===== src/rtl/cpmd_pkg.sv =====
// ----------------------------------------------------------------------------
// cpmd_pkg: shared constants for the contiguous partition block
// Widths and default sizes used by the interfaces, the divider and the core.
// ----------------------------------------------------------------------------
package cpmd_pkg;

  localparam int unsigned MAX_CHAPTERS_DEF = 64;
  localparam int unsigned MAX_DAYS_DEF     = 16;
  localparam int unsigned PAGE_BITS        = 16;

  localparam int unsigned PAGE_W  = 16;
  localparam int unsigned DAY_W   = 5;
  localparam int unsigned DIDX_W  = 4;
  localparam int unsigned FIRST_W = 7;

endpackage
// ----------------------------------------------------------------------------


===== src/rtl/cpmd_div.sv =====
// ----------------------------------------------------------------------------
// cpmd_div: restoring divider, one quotient bit per cycle
// Divides the page total by the day count.
// ----------------------------------------------------------------------------
module cpmd_div import cpmd_pkg::*; #(
  parameter int unsigned NUM_W = 22
) (
  input  logic             clk_i,
  input  logic             rst_ni,
  input  logic             start_i,
  input  logic [NUM_W-1:0] dividend_i,
  input  logic [DAY_W-1:0] divisor_i,
  output logic             done_o,
  output logic [NUM_W-1:0] quotient_o
);

  localparam int unsigned CNT_W = $clog2(NUM_W + 1);

  logic [NUM_W-1:0] quo_q;
  logic [DAY_W:0]   rem_q;
  logic [CNT_W-1:0] cnt_q;
  logic             done_q;
  logic [DAY_W:0]   rem_sh;
  logic             fits;

  assign rem_sh = {rem_q[DAY_W-1:0], quo_q[NUM_W-1]};
  assign fits   = rem_sh >= {1'b0, divisor_i};

  always_ff @(posedge clk_i or negedge rst_ni) begin
    if (!rst_ni) begin
      cnt_q  <= '0;
      done_q <= 1'b0;
    end else begin
      done_q <= 1'b0;
      if (start_i) begin
        cnt_q <= CNT_W'(NUM_W);
      end else if (cnt_q != '0) begin
        cnt_q <= cnt_q - 1'b1;
        if (cnt_q == CNT_W'(1)) begin
          done_q <= 1'b1;
        end
      end
    end
  end

  always_ff @(posedge clk_i) begin
    if (start_i) begin
      quo_q <= dividend_i;
      rem_q <= '0;
    end else if (cnt_q != '0) begin
      rem_q <= fits ? rem_sh - {1'b0, divisor_i} : rem_sh;
      quo_q <= {quo_q[NUM_W-2:0], fits};
    end
  end

  assign done_o     = done_q;
  assign quotient_o = quo_q;

endmodule
// ----------------------------------------------------------------------------


===== config.mk =====
export PLATFORM = sky130hd
export DESIGN_NAME = cpmd_div
export DESIGN_NICKNAME = d
export VERILOG_FILES = /design/src/rtl/cpmd_pkg.sv /design/src/rtl/cpmd_div.sv
export SDC_FILE = /design/constraint.sdc
export NUM_CORES = 1
export LEC_CHECK = 0
export ABC_AREA = 1
export BUFFER_PORTS_ARGS = -buffer_cell sky130_fd_sc_hd__buf_2
export CORE_MARGIN = 10
export CORE_UTILIZATION = 55
export CTS_BUF_LIST = sky130_fd_sc_hd__clkbuf_16
export CTS_CLUSTER_SIZE = 14
export DETAILED_ROUTE_END_ITERATION = 6
export GPL_TIMING_DRIVEN = 0
export MAX_ROUTING_LAYER = met4
export PLACE_DENSITY_LB_ADDON = 0.2
export SYNTH_ARGS = -nofsm -noshare
export SYNTH_HDL_FRONTEND = slang
export SYNTH_SLANG_ARGS = --single-unit

===== constraint.sdc =====
create_clock -name clk_i -period 4 [get_ports clk_i]
set_input_delay 0.2 -clock clk_i [delete_from_list [all_inputs] [get_ports clk_i]]
set_output_delay 0.2 -clock clk_i [all_outputs]
set_load 0.01 [all_outputs]

Word level (Yosys, flattened, before mapping)
Cells that the tools add are included.
- add/sub/neg operators: 2
- order comparisons: 1
- equality and inequality tests: 1
- multiplexer cells: 8
- reduce and logical (&&, ||, !) cells: 2
- operators by type and width (kind ; number):
    $mux 22 ; 2
    $mux 5 ; 3
    $ge 6x5->1 ; 1
    $eq 5x1->1 const B ; 1
    $reduce_bool 5->1 ; 1
    $sub 5x1->5 const B ; 1
    $sub 5x5->5 ; 1
    $mux 1 ; 3
    $reduce_bool 2->1 ; 1
- register bits: 33
- bits of input ports: 30
- output and inout port bits: 23
- word-level logic and storage cells: 18

Longest topological paths before layout
Gate-level depths: netlist of the first run.
- word-level depth: 4
- depth in mapped cells: 11
- depth with buffers taken out: 11

Least setup slack after synthesis of the first run
Ideal clock, no wire load.
- path type: register -> register
- start: register quo_q[21], in the netlist quotient_o[21]
- end: register quo_q[0], in the netlist quotient_o[0] (data pin)
- setup time: 0.265 ns
- data arrival time: 1.421 ns
- data required time: 3.735 ns
- slack: 2.314 ns
- stages on the path, launching flop included: 9
- path buffers: 0
- period minus slack after synthesis: 1.686 ns
- cells stage by stage: edfxtp_1 inv_1 ha_1 inv_1 fa_1 nand2_1 nand2_1 nand3_4 a31oi_1
- longest elaborated chain between the ends: 3
- RTL lines (what ; RTL line ; RTL):
    from (decl) ; cpmd_div.sv:19 ; logic [NUM_W-1:0] quo_q;
    from (signal assigned) ; cpmd_div.sv:48 ; quo_q <= dividend_i;
    from (signal assigned) ; cpmd_div.sv:52 ; quo_q <= {quo_q[NUM_W-2:0], fits};
    $ge 6x5->1 ; cpmd_div.sv:27 ; assign fits = rem_sh >= {1'b0, divisor_i};
    $mux 22 ; cpmd_div.sv:50 ; end else if (cnt_q != '0) begin
    $mux 22 ; cpmd_div.sv:47 ; if (start_i) begin
No other way between the ends. The select of a mux whose other input is x is not followed.
A chain may end at the register's enable or synchronous reset.

Final worst setup path of the first run
Ends and elaborated chain as after synthesis.

==> flow_summary_export.csv, run 1 <==
group,metric,value,unit
clocking,cts_tree,"yes",
drt,viasPerCell,4.81,
synth,syn-num-nets,232,
floorplan,core_area,0.00305,sq mm
hold_path,min_path_type,"in -> reg",
synth,ys_top_cells_by_area,"edfxtp_1 (38%), nand2_1 (19%), dfrtp_1 (8.6%)",
pwr,p_int,0.000841,W
job,maxCapViolCount,0,
synth,synth_cells,194,
global_route,antenna_found_initial,0,
sta,timing_worst_slew_pin_value,475,ps
floorplan,die_y,76.3,um
synth,ys.flop_type,"edfxtp_1",
sta,hold_violations,0,
synth,async_flop_share,18.2,%
clocking,clock_path_buffers,2,
drt,wire_per_inst,12.6,um
clocking,cts_buffers,5,
synth,synth_edf_count,22,
synth,syn_area,0.00174,sq mm
place,hpwlAfterDp,2.85,mm
global_route,grt_start_max_net_pins,24,
global_route,grtUsageTotal,13.7,%
clocking,cts_setup_buffers,0,
final_layout,final_cell_count_no_fill,298,
drt,num_vias,1434,
hold_path,whs_path_depth,3,
sta,min_period_over_period,43.9,%
run_status,status,"complete, no violations",
clocking,htreeDepth,2,
floorplan,die_x,76.3,um
worst_setup_path,crit_buf_inv,2,
place,placed_cells,289,
clocking,clock-sinks,33,
sta,maxSlewViolCount,0,
pwr,power.switching,0.000346,W
drt,antenna_left,0,
clocking,clk_pin_slew,50,ps
pwr,max-vdd-ir-drop,0.457,mV
pwr,leakage,1.18,nW
final_layout,final_net_count,291,
final_layout,antenna_cells,0,
worst_setup_path,crit_chain,"inv_1 -> ha_1 -> inv_1 -> fa_1 -> nand2_1 -> nand2_1 -> nand3_4 -> a31oi_1",
sta,timing.hold.ws,192,ps
sta,slew_headroom,68.3,%
sta,max_freq,0.570,GHz
worst_setup_path,worstPathArrival,1770,ps
synth,seq_area_frac_synth,52.2,%
pwr,sw_frac_of_total,29.2,%
worst_setup_path,cp_top_family,"adder cells",
final_layout,layout-drive-gt1-share,30.3,%
global_route,grt_pass1_wl,6.38,mm
sta,finClkSkew,4.87,ps
synth,synth_most_common_cell,"nand2_1",
final_layout,area_delta_synth_final,27.7,%
drt,drt-pass1-iter-count,5,
synth,synth.distinct_cells,29,
sta,setup_viol,0,
synth,synth_top_area_share,37.9,%
sta,rsz0062_at_grt,"no",
floorplan,dieArea,0.00582,sq mm
synth,ys_seq_elements,33,
synth,yosysTopAreaCell,"edfxtp_1",
floorplan,num_io_pins,53,
drt,wl,3.75,mm
place,io_buffers,51,
worst_setup_path,cp_num_cells,8,
pwr,combPwrFrac,26.5,%
worst_setup_path,cp.required,4010,ps
clocking,clkLatencyLatePin,280,ps
pwr,p_seq_share,38.2,%
pwr,p_clk_share,35.3,%
worst_setup_path,reg2reg_depth,8,
place,gp_congestion,0.803,
final_layout,fill_cells,277,
pwr,powerDensity,533,mW/mm^2
clocking,cts_root_buf,"clkbuf_16",
worst_setup_path,path_class,"reg -> reg",
synth,synth.avg_cell_area,8.99,sq um
floorplan,std_cell_rows,20,
drt,drt_iter0_drc,88,
synth,ys_top_cells_by_count,"nand2_1 (90), edfxtp_1 (22), inv_1 (15)",
sta,fin_tns_setup,0,ps
worst_setup_path,path_max_fanout,8,
sta,post-route-min-period,1760,ps
worst_setup_path,slowest_delay,410,ps
drt,drc,0,
synth,ys_warn_count,0,
worst_setup_path,start_kind,"flip-flop",
global_route,grt_pass1_vias,1443,
floorplan,initial_core_util,57.1,%
worst_setup_path,critPathSlowestCell,"edfxtp_1",
worst_setup_path,critPathCaptureType,"flip-flop",
global_route,grt.overflow.total,0,
==> cell type report <==
| class | count | area, sq um | area share (%) |
|---|---|---|---|
| timing repair buffer | 52 | 265 | 11.9 |
| inverter | 19 | 71.3 | 3.20 |
| multi-input combinational | 137 | 737 | 33.1 |
| buffer | 5 | 25.0 | 1.12 |
| sequential | 33 | 911 | 40.9 |
| tap | 44 | 55.1 | 2.47 |
| clock buffer | 5 | 125 | 5.62 |
| clock inverter | 3 | 37.5 | 1.69 |
==> worst register-to-register path: stages (launching register included) <==
cell,delay (ps)
edfxtp_1,410
inv_1,100
ha_1,140
inv_1,50
fa_1,400
nand2_1,80
nand2_1,90
nand3_4,120
a31oi_1,110
==> final timing paths <==
check / from / to / slack, ps
worst max-delay path: quotient_o[21] / quotient_o[0] / 2240
worst min-delay path: dividend_i[10] / quotient_o[10] / 190
worst max register to register: quotient_o[21] / quotient_o[0] / 2240
worst min register to register: rem_q[4] / rem_q[4] / 460
max in group asynchronous: rst_ni / cnt_q[4] / 3600
min in group asynchronous: rst_ni / cnt_q[1] / 270
==> timing repair <==
item                                   4_1_cts  5_1_grt
endpoints found under the hold margin        6        0
gates resized for setup                      0        0
hold buffers                                 1        0
==> stage by stage <==
| stage | cell area (sq um) | total power, W | worst slack (ps) | util (%) |
|---|---|---|---|---|
| after floorplan | 1740 | 0.000691 | 2310 | - |
| after global placement | 2050 | 0.000769 | 2260 | 67.3 |
| after detailed placement | 2050 | 0.000775 | 2250 | 67.3 |
| after CTS | 2230 | 0.00120 | 2240 | 73.0 |
| after global routing | 2230 | 0.00126 | 2120 | 73.0 |
| final | 2230 | 0.00119 | 2240 | 73.0 |
==> logic make-up after synthesis <==
group	count (synthesis)	synth area share, %
buf+inv	24	5.52
xor+xnor	2	1.00
flops	33	52.2
fa+ha+maj	8	6.17
compound gates	7	3.23
simple gates	120	31.9
==> power by group through the flow <==
stage                     combinational, W  sequential (W)  clock (W)
after floorplan                   0.000227        0.000465          0
after global routing              0.000359        0.000461   0.000438
after CTS                         0.000319        0.000454   0.000425
after global placement            0.000311        0.000459          0
final                             0.000314        0.000454   0.000419
after detailed placement          0.000317        0.000458          0
==> placed cells by master (no fill, tap or decap), types with 2 or more instances in the layout <==
| cell | netlist | layout |
|---|---|---|
| nand2_1 | 90 | 90 |
| buf_2 | 5 | 56 |
| edfxtp_1 | 22 | 22 |
| inv_1 | 15 | 16 |
| nand3_1 | 14 | 14 |
| ha_1 | 7 | 7 |
| dfrtp_1 | 6 | 6 |
| clkbuf_16 | 0 | 5 |
| dfxtp_1 | 5 | 5 |
| inv_2 | 4 | 4 |
| nor2_1 | 3 | 3 |
| nor2_4 | 2 | 2 |
| nor2_8 | 2 | 2 |
| nor3_1 | 2 | 2 |
| a21oi_1 | 2 | 2 |
==> registers in the layout, indices dropped and copies added (netlist names) <==
register and count:
done_o 1, rem_q 5, cnt_q 5, quotient_o 22
==> routing by layer <==
metal  vias to the layer above  GRT usage, %  wire, um
li1                        738             -         -
met1                       644          16.1      1740
met2                        48          20.7      1740
met3                         4          4.83       232
met4                         0          5.58        31
met5                         -             -         0
Power figures use the tool's default switching activity.
==> inputs of run 2 (changes only) <==
Settings changed: CORE_UTILIZATION 55 to 46.
Clock period 4 ns to 1.6 ns, I/O delays scaled along.
==> flow_summary_export.csv, run 2 (synthesis gave the netlist of run 1 again) <==
group,metric,value,unit
run_status,status,"finished with violations",
run_status,violations,"setup timing",
pwr,combPwrFrac,30.0,%
sta,slew_headroom,83.9,%
drt,num_vias,1466,
final_layout,area_delta_synth_final,32.1,%
pwr,powerDensity,1250,mW/mm^2
floorplan,dieArea,0.00665,sq mm
worst_setup_path,ff2ff_setup_slack,-50,ps
pwr,p_seq_share,39.4,%
clocking,clkLatencyLatePin,270,ps
place,hpwlAfterDp,2.93,mm
final_layout,antenna_cells,0,
worst_setup_path,cp.required,1610,ps
worst_setup_path,start_kind,"flip-flop",
global_route,grt.overflow.total,0,
drt,viasPerCell,4.74,
floorplan,std_cell_rows,22,
global_route,antenna_found_initial,0,
sta,min_period_over_period,103,%
final_layout,final-seq-area,911,sq um
job,maxCapViolCount,0,
pwr,p_int,0.00198,W
pwr,p_clk_share,30.5,%
worst_setup_path,path_max_fanout,8,
place,gp_congestion,0.793,
clocking,clk_pin_slew,50,ps
sta,finClkSkew,2.99,ps
clocking,cts_buffers,5,
final_layout,final_common_cell,"nand2_1",
drt,drt-pass1-iter-count,4,
place,placed_cells,293,
clocking,htreeDepth,2,
clocking,cts_tree,"yes",
floorplan,die_x,81.6,um
worst_setup_path,cp-startpoint,"quotient_o[21]",
sta,post-route-min-period,1650,ps
clocking,cts_root_buf,"clkbuf_16",
drt,drt_iter0_drc,83,
final_layout,most-common-layout-cells,"nand2_1 (87), buf_2 (56), edfxtp_1 (22), inv_1 (14), nand3_1 (13)",
sta,rsz0062_at_grt,"yes",
sta,post-route-worst-setup-slack,-54.6,ps
global_route,grt_start_max_net_pins,24,
final_layout,final_net_count,298,
worst_setup_path,path_class,"reg -> reg",
worst_setup_path,reg2reg_depth,8,
global_route,grt_pass1_wl,6.58,mm
worst_setup_path,critPathCaptureType,"flip-flop",
sta,hold_violations,0,
pwr,max-vdd-ir-drop,0.717,mV
final_layout,multi_input_area,777,sq um
worst_setup_path,worstPathArrival,1660,ps
floorplan,die_y,81.6,um
pwr,power.switching,0.000890,W
worst_setup_path,endpoint,"quotient_o[0]",
sta,timing_worst_slew_pin_value,241,ps
place,io_buffers,51,
clocking,clock-sinks,33,
drt,drc,0,
global_route,grt_pass1_vias,1404,
floorplan,num_io_pins,53,
pwr,leakage,1.21,nW
sta,max_freq,0.604,GHz
drt,antenna_left,0,
worst_setup_path,r2r_start,"quotient_o[21]",
drt,wire_per_inst,12.9,um
floorplan,initial_core_util,47.6,%
global_route,grtUsageTotal,13.0,%
drt,wl,3.98,mm
hold_path,min_path_type,"in -> reg",
clocking,clock_path_buffers,2,
place,place_ws,-193,ps
floorplan,core_area,0.00366,sq mm
final_layout,fill_cells,337,
sta,setup_viol,5,
sta,maxSlewViolCount,0,
pwr,sw_frac_of_total,31.0,%
final_layout,largest_register_ffs,22,
final_layout,final_cell_count_no_fill,309,
worst_setup_path,r2r_end,"quotient_o[0]",
final_layout,layout-drive-gt1-share,35.6,%
==> run 2: changes by cell type in the layout (fill, tap and decap cells not counted), sizes merged <==
cell and change:
inv +1, buf +7, bufinv -1
==> run 2: critical path: stages, from the launching register on <==
cell	delay [ps]
edfxtp_1	410
inv_2	100
ha_4	120
inv_2	40
fa_2	340
nand2_2	70
nand2_2	70
nand3_4	120
a31oi_1	110
==> run 2: worst min-delay path by stage <==
stage | startpoint | to | slack, ps | depth (start not counted)
3_5_place_dp | rst_ni | done_o | -90 | 1
3_3_place_gp | rst_ni | cnt_q[1] | -90 | 1
4_1_cts | dividend_i[18] | quotient_o[18] | 70 | 3
5_1_grt | dividend_i[17] | quotient_o[17] | 80 | 3
6_report | dividend_i[18] | quotient_o[18] | 80 | 3
2_1_floorplan | rst_ni | cnt_q[0] | -220 | 0
==> run 2: routing by layer <==
metal	GRT usage (%)	vias up	wire length (um)
met4	3.23	0	46
met5	-	-	0
met2	19.3	42	1900
met1	16.1	667	1790
met3	5.35	5	247
li1	-	752	-
==> run 2: stage by stage <==
step / hold WS (ps) / setup TNS, ps / util [%] / area (sq um) / power, W
after floorplan: -216 / -20.3 / - / 1750 / 0.00174
after global placement: -88.6 / -4000 / 56.4 / 2060 / 0.00194
after detailed placement: -87.9 / -4570 / 56.4 / 2060 / 0.00194
after CTS: 73.5 / -27.7 / 62.0 / 2270 / 0.00286
after global routing: 79.0 / -789 / 62.9 / 2300 / 0.00307
final: 76.1 / -155 / 62.9 / 2300 / 0.00287
==> run 2: power groups by stage <==
stage / clock, W / combinational [W] / sequential, W
6_report: 0.000876 / 0.000862 / 0.00113
5_1_grt: 0.000935 / 0.000984 / 0.00115
3_5_place_dp: 0 / 0.000801 / 0.00114
3_3_place_gp: 0 / 0.000791 / 0.00115
4_1_cts: 0.000886 / 0.000843 / 0.00113
2_1_floorplan: 0 / 0.000573 / 0.00116
==> run 2: final cells by class <==
cell class              instances  share of cell area [%]
flip-flops and latches         33                    39.5
multi-input cells             137                    33.7
repair buffers                 59                    13.8
clock buffers                   5                    5.43
inverters                      19                    3.31
well taps                      48                    2.61
plain buffers                   5                    1.09
clock inverters                 3                   0.489
==> run 2: repair_timing <==
| item | in CTS | in global routing |
|---|---|---|
| hold buffers | 1 | 0 |
| setup endpoints to repair | 29 | 31 |
| pin swaps | 7 | 1 |
| endpoints found under the hold margin | 6 | 0 |
| resized for setup | 8 | 4 |
| buffers inserted | 5 | 2 |
| gates cloned | 0 | 0 |
